<file path="config.mk">
export PLATFORM = sky130hd
export DESIGN_NAME = gait_phase_ramp_shaper_core
export DESIGN_NICKNAME = d
export VERILOG_FILES = /design/src/hw/rtl/gpr_pkg.sv /design/src/hw/rtl/gpr_ctrl.sv /design/src/hw/rtl/gpr_dpath.sv /design/src/hw/rtl/gait_phase_ramp_shaper_core.sv
export VERILOG_INCLUDE_DIRS = /design/src /design/src/hw/rtl
export SDC_FILE = /design/constraint.sdc
export NUM_CORES = 1
export LEC_CHECK = 0
export ABC_AREA = 1
export BUFFER_PORTS_ARGS = -buffer_cell sky130_fd_sc_hd__clkbuf_2
export CAP_MARGIN = 20
export CORE_MARGIN = 4
export CORE_UTILIZATION = 50
export DETAILED_ROUTE_END_ITERATION = 8
export PLACE_DENSITY = 0.7
export SLEW_MARGIN = 10
export SYNTH_ARGS = -nofsm -noshare
export SYNTH_HDL_FRONTEND = slang
export SYNTH_HIERARCHICAL = 1
export SYNTH_SLANG_ARGS = --single-unit
</file>
<file path="constraint.sdc">
create_clock -name clk -period 3 [get_ports clk]
set_clock_uncertainty 0.15 [all_clocks]
set_input_delay 0 -clock clk [delete_from_list [all_inputs] [get_ports clk]]
set_output_delay 0 -clock clk [all_outputs]
set_load 0.005 [all_outputs]
</file>
<file path="src/hw/rtl/gait_phase_ramp_shaper_core_assert.svh">
// Assertion macros for the gait phase ramp shaper.
// The macros expect a signal named clk, and GPR_ASSERT also one named rst_n, in the module where they are used.
// Define NO_ASSERTIONS to compile every use to nothing.
`ifndef GAIT_PHASE_RAMP_SHAPER_CORE_ASSERT_SVH
`define GAIT_PHASE_RAMP_SHAPER_CORE_ASSERT_SVH

`ifndef NO_ASSERTIONS

// Checked property that is disabled while reset is active.
`define GPR_ASSERT(lbl, prop, msg) \
    lbl: assert property (@(posedge clk) disable iff (!rst_n) prop) else $error(msg);

// Checked property that must also hold during reset.
`define GPR_ASSERT_ALWAYS(lbl, prop, msg) \
    lbl: assert property (@(posedge clk) prop) else $error(msg);

`else

`define GPR_ASSERT(lbl, prop, msg)
`define GPR_ASSERT_ALWAYS(lbl, prop, msg)

`endif

`endif

</file>
<file path="src/hw/rtl/gpr_pkg.sv">
// Shared types and constants for the gait phase ramp shaper.
// Used by gpr_ctrl, gpr_dpath and gait_phase_ramp_shaper_core. No dependencies.
`default_nettype none

package gpr_pkg;

    localparam int COUNT_BITS = 16;
    localparam int Q_BITS     = 16;
    localparam int NUM_BITS   = COUNT_BITS + Q_BITS;
    localparam int ITER_BITS  = $clog2(Q_BITS);

    localparam logic [COUNT_BITS-1:0] CNT_MAX   = '1;
    localparam logic [ITER_BITS-1:0]  ITER_LAST = ITER_BITS'(Q_BITS - 1);

    localparam logic [1:0] PH_UNKNOWN = 2'd0;
    localparam logic [1:0] PH_HIGH    = 2'd1;
    localparam logic [1:0] PH_LOW     = 2'd2;

    localparam logic signed [15:0] THRESH_RESET = 16'sd13926;

    // Q2.14 constants, one bit wider than the fields for the ramp arithmetic.
    localparam logic [16:0] ONE_Q = 17'd16384;
    localparam logic [16:0] TWO_Q = 17'd32768;

    typedef struct packed {
        logic signed [15:0] activity_a;
        logic signed [15:0] activity_b;
    } item_t;

    typedef struct packed {
        logic signed [15:0] shaped_a;
        logic signed [15:0] shaped_b;
    } result_t;

    typedef struct packed {
        logic accept;
        logic load;
        logic step;
        logic store;
        logic publish;
        logic ch;
    } cmd_t;

    typedef struct packed {
        logic div_last;
    } status_t;

endpackage

`default_nettype wire

</file>
<file path="src/hw/rtl/gpr_ctrl.sv">
// Sequencer for the gait phase ramp shaper: handshakes and divider steps.
// Depends on gpr_pkg and gait_phase_ramp_shaper_core_assert.svh.
`default_nettype none
`include "gait_phase_ramp_shaper_core_assert.svh"

module gpr_ctrl (
    input  wire logic           clk,
    input  wire logic           rst_n,
    input  wire logic           item_valid,
    output logic                item_stall,
    output logic                result_valid,
    input  wire logic           result_stall,
    input  wire gpr_pkg::status_t status,
    output gpr_pkg::cmd_t       cmd
);

    localparam logic [2:0] S_IDLE  = 3'd0;
    localparam logic [2:0] S_LOAD  = 3'd1;
    localparam logic [2:0] S_DIV   = 3'd2;
    localparam logic [2:0] S_STORE = 3'd3;
    localparam logic [2:0] S_FIN   = 3'd4;

    logic [2:0] state_reg, state_next;
    logic       ch_reg, ch_next;
    logic       valid_reg, valid_next;

    always_comb
    begin
        state_next  = state_reg;
        ch_next     = ch_reg;
        cmd         = '0;
        cmd.ch      = ch_reg;
        case (state_reg)
            S_IDLE:
            begin
                if (item_valid)
                begin
                    cmd.accept = 1'b1;
                    ch_next    = 1'b0;
                    state_next = S_LOAD;
                end
            end
            S_LOAD:
            begin
                cmd.load   = 1'b1;
                state_next = S_DIV;
            end
            S_DIV:
            begin
                cmd.step = 1'b1;
                if (status.div_last)
                begin
                    state_next = S_STORE;
                end
            end
            S_STORE:
            begin
                cmd.store = 1'b1;
                if (!ch_reg)
                begin
                    ch_next    = 1'b1;
                    state_next = S_LOAD;
                end
                else
                begin
                    state_next = S_FIN;
                end
            end
            S_FIN:
            begin
                // The output register is free once its last transfer completes.
                if (!valid_reg || !result_stall)
                begin
                    cmd.publish = 1'b1;
                    state_next  = S_IDLE;
                end
            end
            default:
            begin
                state_next = S_IDLE;
            end
        endcase
    end

    always_comb
    begin
        if (cmd.publish)
        begin
            valid_next = 1'b1;
        end
        else if (!result_stall)
        begin
            valid_next = 1'b0;
        end
        else
        begin
            valid_next = valid_reg;
        end
    end

    always_ff @(posedge clk or negedge rst_n)
    begin
        if (!rst_n)
        begin
            state_reg <= S_IDLE;
            ch_reg    <= 1'b0;
            valid_reg <= 1'b0;
        end
        else
        begin
            state_reg <= state_next;
            ch_reg    <= ch_next;
            valid_reg <= valid_next;
        end
    end

    assign item_stall   = (state_reg != S_IDLE);
    assign result_valid = valid_reg;

    `GPR_ASSERT(a_accept_starts_ch0, (item_valid && !item_stall) |=> (state_reg == S_LOAD && ch_reg == 1'b0), "accepted item did not start on channel A")
    `GPR_ASSERT(a_ch0_then_ch1, (state_reg == S_STORE && ch_reg == 1'b0) |=> (state_reg == S_LOAD && ch_reg == 1'b1), "channel B did not follow channel A")
    `GPR_ASSERT(a_result_from_fin, $rose(result_valid) |-> ($past(state_reg) == S_FIN && $past(ch_reg) == 1'b1), "result raised outside the finish step")

endmodule

`default_nettype wire

</file>
<file path="src/hw/rtl/gpr_dpath.sv">
// Datapath of the gait phase ramp shaper: phase state, shared serial divider, results.
// Depends on gpr_pkg and gait_phase_ramp_shaper_core_assert.svh.
`default_nettype none
`include "gait_phase_ramp_shaper_core_assert.svh"

module gpr_dpath (
    input  wire logic                clk,
    input  wire logic                rst_n,
    input  wire logic                cfg_write,
    input  wire logic signed [15:0]  cfg_data,
    input  wire gpr_pkg::item_t      item,
    input  wire gpr_pkg::cmd_t       cmd,
    output gpr_pkg::status_t         status,
    output gpr_pkg::result_t         result
);

    localparam int CB = gpr_pkg::COUNT_BITS;
    localparam int QB = gpr_pkg::Q_BITS;
    localparam int NB = gpr_pkg::NUM_BITS;

    logic signed [15:0] thr_reg, thr_next;

    logic [1:0]    phase_reg   [2];
    logic [1:0]    phase_next  [2];
    logic [CB-1:0] hi_cnt_reg  [2];
    logic [CB-1:0] hi_cnt_next [2];
    logic [CB-1:0] lo_cnt_reg  [2];
    logic [CB-1:0] lo_cnt_next [2];
    logic [CB-1:0] hi_per_reg  [2];
    logic [CB-1:0] hi_per_next [2];
    logic [CB-1:0] lo_per_reg  [2];
    logic [CB-1:0] lo_per_next [2];

    logic [CB-1:0] use_cnt_reg   [2];
    logic [CB-1:0] use_cnt_next  [2];
    logic [CB-1:0] use_per_reg   [2];
    logic [CB-1:0] use_per_next  [2];
    logic          use_high_reg  [2];
    logic          use_high_next [2];

    logic signed [15:0] act     [2];
    logic               is_high [2];
    logic [CB-1:0]      hi_inc  [2];
    logic [CB-1:0]      lo_inc  [2];

    logic [CB-1:0]            rem_reg, rem_next;
    logic [QB-1:0]            low_reg, low_next;
    logic [QB-1:0]            quo_reg, quo_next;
    logic                     ovf_reg, ovf_next;
    logic [gpr_pkg::ITER_BITS-1:0] iter_reg, iter_next;

    logic [CB-1:0] sel_cnt;
    logic [CB-1:0] sel_per;
    logic          sel_high;
    logic [NB-1:0] num;
    logic [CB-1:0] num_hi;
    logic [CB:0]   trial;
    logic [CB:0]   diff;
    logic          fits;

    logic [16:0]   q_clamp;
    logic [16:0]   y_wide;
    logic [15:0]   y_reg  [2];
    logic [15:0]   y_next [2];
    gpr_pkg::result_t result_reg, result_next;

    assign thr_next = cfg_write ? cfg_data : thr_reg;

    assign act[0] = item.activity_a;
    assign act[1] = item.activity_b;

    // Phase tracking and run counters, updated when an item transfer is taken.
    always_comb
    begin
        for (int c = 0; c < 2; c++)
        begin
            is_high[c] = (act[c] >= thr_reg);
            hi_inc[c]  = (hi_cnt_reg[c] == gpr_pkg::CNT_MAX) ? gpr_pkg::CNT_MAX
                                                              : hi_cnt_reg[c] + 1'b1;
            lo_inc[c]  = (lo_cnt_reg[c] == gpr_pkg::CNT_MAX) ? gpr_pkg::CNT_MAX
                                                              : lo_cnt_reg[c] + 1'b1;
            phase_next[c]    = phase_reg[c];
            hi_cnt_next[c]   = hi_cnt_reg[c];
            lo_cnt_next[c]   = lo_cnt_reg[c];
            hi_per_next[c]   = hi_per_reg[c];
            lo_per_next[c]   = lo_per_reg[c];
            use_cnt_next[c]  = use_cnt_reg[c];
            use_per_next[c]  = use_per_reg[c];
            use_high_next[c] = use_high_reg[c];
            if (cmd.accept)
            begin
                use_high_next[c] = is_high[c];
                if (is_high[c])
                begin
                    hi_cnt_next[c] = hi_inc[c];
                    lo_cnt_next[c] = '0;
                    if (phase_reg[c] == gpr_pkg::PH_LOW)
                    begin
                        lo_per_next[c] = lo_cnt_reg[c];
                    end
                    phase_next[c]   = gpr_pkg::PH_HIGH;
                    use_cnt_next[c] = hi_inc[c];
                    use_per_next[c] = hi_per_reg[c];
                end
                else
                begin
                    lo_cnt_next[c] = lo_inc[c];
                    hi_cnt_next[c] = '0;
                    if (phase_reg[c] == gpr_pkg::PH_HIGH)
                    begin
                        hi_per_next[c] = hi_cnt_reg[c];
                    end
                    phase_next[c]   = gpr_pkg::PH_LOW;
                    use_cnt_next[c] = lo_inc[c];
                    use_per_next[c] = lo_per_reg[c];
                end
            end
        end
    end

    assign sel_cnt  = use_cnt_reg[cmd.ch];
    assign sel_per  = use_per_reg[cmd.ch];
    assign sel_high = use_high_reg[cmd.ch];

    // Dividend is count * 2^15 plus half the period, for round to nearest.
    assign num    = NB'({sel_cnt, 15'b0}) + NB'(sel_per[CB-1:1]);
    assign num_hi = num[NB-1:QB];

    // One restoring division step per cycle; the remainder stays below the period unless the load flagged an overflow.
    assign trial = {rem_reg, low_reg[QB-1]};
    assign diff  = trial - {1'b0, sel_per};
    assign fits  = (trial >= {1'b0, sel_per});

    always_comb
    begin
        rem_next  = rem_reg;
        low_next  = low_reg;
        quo_next  = quo_reg;
        ovf_next  = ovf_reg;
        iter_next = iter_reg;
        if (cmd.load)
        begin
            rem_next  = num_hi;
            low_next  = num[QB-1:0];
            quo_next  = '0;
            // If the high half reaches the period, the quotient needs more than QB bits, so it clamps anyway.
            ovf_next  = (num_hi >= sel_per);
            iter_next = '0;
        end
        else if (cmd.step)
        begin
            rem_next  = fits ? diff[CB-1:0] : trial[CB-1:0];
            low_next  = {low_reg[QB-2:0], 1'b0};
            quo_next  = {quo_reg[QB-2:0], fits};
            iter_next = iter_reg + 1'b1;
        end
    end

    assign status.div_last = (iter_reg == gpr_pkg::ITER_LAST);

    always_comb
    begin
        if (ovf_reg || ({1'b0, quo_reg} > gpr_pkg::TWO_Q))
        begin
            q_clamp = gpr_pkg::TWO_Q;
        end
        else
        begin
            q_clamp = {1'b0, quo_reg};
        end
        if (sel_high)
        begin
            y_wide = (sel_per == '0) ? gpr_pkg::ONE_Q : q_clamp - gpr_pkg::ONE_Q;
        end
        else
        begin
            y_wide = (sel_per == '0) ? 17'd0 - gpr_pkg::ONE_Q : gpr_pkg::ONE_Q - q_clamp;
        end
    end

    always_comb
    begin
        for (int c = 0; c < 2; c++)
        begin
            y_next[c] = y_reg[c];
            if (cmd.store && (cmd.ch == 1'(c)))
            begin
                y_next[c] = y_wide[15:0];
            end
        end
        result_next = result_reg;
        if (cmd.publish)
        begin
            result_next.shaped_a = y_reg[0];
            result_next.shaped_b = y_reg[1];
        end
    end

    always_ff @(posedge clk or negedge rst_n)
    begin
        if (!rst_n)
        begin
            thr_reg <= gpr_pkg::THRESH_RESET;
            for (int c = 0; c < 2; c++)
            begin
                phase_reg[c]  <= gpr_pkg::PH_UNKNOWN;
                hi_cnt_reg[c] <= '0;
                lo_cnt_reg[c] <= '0;
                hi_per_reg[c] <= '0;
                lo_per_reg[c] <= '0;
            end
            iter_reg <= '0;
        end
        else
        begin
            thr_reg <= thr_next;
            for (int c = 0; c < 2; c++)
            begin
                phase_reg[c]  <= phase_next[c];
                hi_cnt_reg[c] <= hi_cnt_next[c];
                lo_cnt_reg[c] <= lo_cnt_next[c];
                hi_per_reg[c] <= hi_per_next[c];
                lo_per_reg[c] <= lo_per_next[c];
            end
            iter_reg <= iter_next;
        end
    end

    always_ff @(posedge clk)
    begin
        for (int c = 0; c < 2; c++)
        begin
            use_cnt_reg[c]  <= use_cnt_next[c];
            use_per_reg[c]  <= use_per_next[c];
            use_high_reg[c] <= use_high_next[c];
            y_reg[c]        <= y_next[c];
        end
        rem_reg    <= rem_next;
        low_reg    <= low_next;
        quo_reg    <= quo_next;
        ovf_reg    <= ovf_next;
        result_reg <= result_next;
    end

    assign result = result_reg;

    `GPR_ASSERT(a_rem_below_period, (cmd.step && !ovf_reg && sel_per != '0) |-> (rem_reg < sel_per), "divider remainder reached the period")
    `GPR_ASSERT(a_result_range, cmd.publish |=> (result_reg.shaped_a <= 16'sd16384 && result_reg.shaped_a >= -16'sd16384 && result_reg.shaped_b <= 16'sd16384 && result_reg.shaped_b >= -16'sd16384), "ramp result outside plus or minus one")
    `GPR_ASSERT_ALWAYS(a_one_run_active, ((hi_cnt_reg[0] == '0 || lo_cnt_reg[0] == '0) && (hi_cnt_reg[1] == '0 || lo_cnt_reg[1] == '0)), "high and low run counts both nonzero")

endmodule

`default_nettype wire

</file>
<file path="src/hw/rtl/gait_phase_ramp_shaper_core.sv">
// Gait phase ramp shaper: one result per item. No new item is taken until the last one is
// published: both channels share one radix-2 divider that runs each channel in turn
// through load, 16 quotient bits and store, followed by publish and return to idle.
// The result register holds a finished result; a result still stalled at publish delays the next.
// Reset (rst_n, asynchronous, active low) clears phases, run counts, periods and handshakes,
// and sets the phase threshold to 0.85. Depends on gpr_pkg, gpr_ctrl and gpr_dpath.
`default_nettype none

module gait_phase_ramp_shaper_core (
    input  wire logic               clk,
    input  wire logic               rst_n,
    input  wire logic               cfg_write,
    input  wire logic signed [15:0] cfg_data,
    input  wire logic               item_valid,
    output logic                    item_stall,
    input  wire gpr_pkg::item_t     item,
    output logic                    result_valid,
    input  wire logic               result_stall,
    output gpr_pkg::result_t        result
);

    gpr_pkg::cmd_t    cmd;
    gpr_pkg::status_t status;

    gpr_ctrl u_ctrl (
        .clk          (clk),
        .rst_n        (rst_n),
        .item_valid   (item_valid),
        .item_stall   (item_stall),
        .result_valid (result_valid),
        .result_stall (result_stall),
        .status       (status),
        .cmd          (cmd)
    );

    gpr_dpath u_dpath (
        .clk       (clk),
        .rst_n     (rst_n),
        .cfg_write (cfg_write),
        .cfg_data  (cfg_data),
        .item      (item),
        .cmd       (cmd),
        .status    (status),
        .result    (result)
    );

endmodule

`default_nettype wire

</file>
==> summary.md <==
| Metric | Value |
|---|---|
| Max-slew headroom | `0.451` |
| XOR/XNOR share of the synthesized area | `0.0244` |
| Total core area | `0.0338 sq mm` |
| Synth Area per Inst | `8.92 sq um` |
| Number of setup violations in the final report | `0` |
| Non-filler cells, final | `between 2k and 3k` |
| Crit end category | `register` |
| Routed Antenna Nets | `0` |
| Switching Share | `0.372` |
| Die area | `0.0376 sq mm` |
| WL met1 | `17700 um` |
| Worst Hold Class | `primary input to register` |
| Sequential share of power | `0.353` |
| Iter 0 DRT Violations | `950` |
| Root buf cell | `clkbuf_16` |
| # clock sinks | `336` |
| Tot Pwr | `19.3 mW` |
| Synthesized cell area | `0.0173 sq mm` |
| CTS clk-pin slew, worst paths | `0.06 ns` |
| Slowest stage delay, CP | `0.44 ns` |
| Metal2 WL | `roughly 20000 um` |
| Crit Path Max Fanout | `31` |
| Number of max-cap violations | `0` |
| Met3 WL post-DR | `2300 um` |
| Sw power | `7.18 mW` |
| I/O pin cnt | `87` |
| Gr ovfl total | `0` |
| Top_reg_cell synth | `edfxtp_1` |
| Largest net degree at the start of global routing | `72` |
| Rows | `67` |
| Cell Pwr Density | `943 mW/mm^2` |
| Port bufs | `86` |
| Routed vias/inst | `5.35` |
| Post-DP HPWL | `29100 um` |
| Most used cell along the critical path | `nand2_1` |
| Worst EP required | `3.12 ns` |
| TritonCTS clock tree | `done` |
| Max-slew violation count | `0` |
| Via count | `between 10k and 15k` |
| Synth Register Bits | `about 340` |
| Syn Nets | `2058` |
| Die width | `194 um` |
| # DRC | `0` |
| Worst Max-Slew Pin Slew | `0.822 ns` |
| Clock power share | `0.246` |
| Main combinational cell family by area after synthesis | `simple AND/OR/NAND/NOR gates` |
| RSZ-0062 raised after global routing | `yes` |
| Leak | `9.33 nW` |
| Synth Area in Compound Gates | `0.100` |
| Post-Synth Simple-Gate Area | `0.233` |
| VDD IR max | `0.545 mV` |
| Layout cells sized above 1 | `0.140` |
| Gp weighted congestion | `0.938` |
| Status | `complete, no violations` |
| Adder-Cell Fraction of Synth Area | `0.0512` |
| Wire length per cell | `16.0 um` |
| Nets@finish | `2228` |
| First-pass GRT wire length | `a little under 70000 um` |
| Num CTS Buffers | `37` |
| Highest metal used | `met4` |
| Worst EP arrival | `3.02 ns` |
| Post-synthesis sequential area ratio | `0.530` |
| Combinational power share | `0.401` |
| Placed cells | `approximately 2.4k` |
| Vias in the first global route | `13.7k` |
| Multiplexer area fraction after synthesis | `0.00297` |
| Minimum clock period | `a little under 3 ns` |
| Synth cell types | `61` |
| DRT Wirelength | `41300 um` |
| Cell-internal power | `12.1 mW` |
| Worst skew pair latency | `0.52 ns` |
| Period utilization | `0.966` |
| Diodes inserted | `0` |
| WS Path Type | `register to register` |
| Initial core utilization | `0.511` |
| Area Overhead vs Synth | `18.4%` |
| Fin. Hold Viols | `0` |
| DRT Pass-1 Iters | `7` |
| Overall Global Routing Usage | `0.215` |
| Syn Inst Count | `1935` |
| Antenna violations before repair | `0` |
| Worst setup SP type | `register` |
| Synth warn | `6` |
| Post-synth EDFFs | `roughly 160` |
| Die Y | `194 um` |
| CP max stage cell | `dfrtp_2` |
| Async SR Flop Fraction | `0.467` |
| Max H-tree Level | `2` |
| CTS Buffer Depth | `3` |
| CP Cell Sequence | `buf_12 > or2_2 > o21ai_2 > ha_1 > nand2_1 > nor2_1 > nand2_1 > nor2_2 > nor4_4 > buf_4 > buf_2 > nand3b_1 > nand3_1 > nand2_1` |
| F_max | `0.345 GHz` |
| R2R Setup Slk | `0.10 ns` |
[final cells by class]
cell class	count	area, sq um
Multi-Input combinational cell	1362	7230
Tap cell	448	561
Timing Repair Buffer	200	1570
Fill cell	2812	13300
Sequential cell	336	9160
Clock buffer	47	1020
Clock inverter	21	269
Inverter	168	638
[cells in the final DEF, fill, tap and decap left out, drive strengths merged, types with 9 or more instances in the layout]
cell type	netlist	final
a21oi	48	48
buf	36	64
clkbuf	34	132
clkinv	4	14
dfrtp	149	149
dfxtp	16	16
dlygate4sd3	0	51
edfxtp	163	163
ha	69	69
inv	164	164
nand2	602	602
nand3	114	115
nand3b	17	17
nand4	22	22
nor2	123	123
nor3	20	20
nor4	9	9
o21ai	235	235
o22ai	16	16
xnor2	12	12
xor2	36	36
[cell usage after synthesis (all sizes together) (2+ instances only)]
cell,n,share of area
a21boi,2,0.0011
a21o,5,0.0022
a21oi,48,0.014
buf,36,0.013
clkbuf,34,0.0075
clkinv,4,0.0010
dfrtp,149,0.22
dfstp,8,0.012
dfxtp,16,0.019
edfxtp,163,0.28
ha,69,0.050
inv,164,0.036
mux2i,4,0.0023
nand2,602,0.13
nand3,114,0.037
nand3b,17,0.0081
nand4,22,0.0083
nor2,123,0.030
nor3,20,0.0080
nor4,9,0.0066
o21a,3,0.0013
o21ai,235,0.069
o21bai,6,0.0026
o22ai,16,0.0058
o31ai,2,0.00087
o41ai,2,0.0010
or2,5,0.0018
xnor2,12,0.0061
xor2,36,0.018
[final timing paths]
check | cells past startpoint | to | start
worst max-delay path | 14 | u_dpath/rem_reg[4] | u_ctrl/ch_reg
worst min-delay path | 4 | u_ctrl/result_valid | result_stall
worst max register to register | 14 | u_dpath/rem_reg[4] | u_ctrl/ch_reg
worst min register to register | 0 | u_dpath/result[31] | u_dpath/y_reg[0][15]
max in group asynchronous | 4 | u_dpath/thr_reg[13] | rst_n
min in group asynchronous | 4 | u_dpath/lo_cnt_reg[6] | rst_n
[layer usage]
layer | vias up | track usage
li1 | 6821 | -
met1 | 6529 | 0.280
met2 | 403 | 0.379
met3 | 61 | 0.0306
met4 | 0 | 0.0598
met5 | - | 0
[repair_timing]
| item | 4_1_cts | 5_1_grt |
|---|---|---|
| hold buffers | 52 | 0 |
| endpoints found under the hold margin | 168 | 0 |
| gates resized for setup | 0 | 28 |
| setup buffers | 0 | 18 |
| endpoints found under the setup margin | 0 | 52 |
[per-stage QoR]
step           hold WS, ns   util  setup TNS, ns  setup slack [ns]  instance area, sq um
6_report             0.120  0.605              0             0.102                 20400
3_3_place_gp        -0.100  0.543              0             0.103                 18300
5_1_grt              0.161  0.605         -0.196           -0.0912                 20400
4_1_cts              0.107  0.597              0            0.0209                 20200
2_1_floorplan       -0.446      -              0           0.00960                 17300
3_5_place_dp       -0.0961  0.543              0            0.0109                 18300
[worst max-delay path: cells and delay by family, from the launching register on]
kind                     cells  cell delay [ns]
flip-flops                   1             0.44
AO/OA/AOI/OAI                1             0.09
AND/OR/NAND/NOR              9             1.19
buffers and inverters        3             0.51
adder cells (fa/ha/maj)      1             0.29
[power by group through the flow]
stage / Combinational (mW) / Sequential [mW] / Clock [mW]
after floorplan: 5.19 / 6.68 / 0
after global placement: 6.97 / 6.83 / 0
after detailed placement: 7.09 / 6.86 / 0
after CTS: 7.20 / 6.77 / 4.84
after global routing: 8.68 / 6.89 / 5.05
final: 7.74 / 6.80 / 4.75
[kinds of logic after synthesis]
kind of cell    Yosys count
simple gates            914
flops                   336
compound gates          324
buf+inv                 238
fa+ha+maj                70
xor+xnor                 48
mux                       5
(Power assumes the default switching activity.)
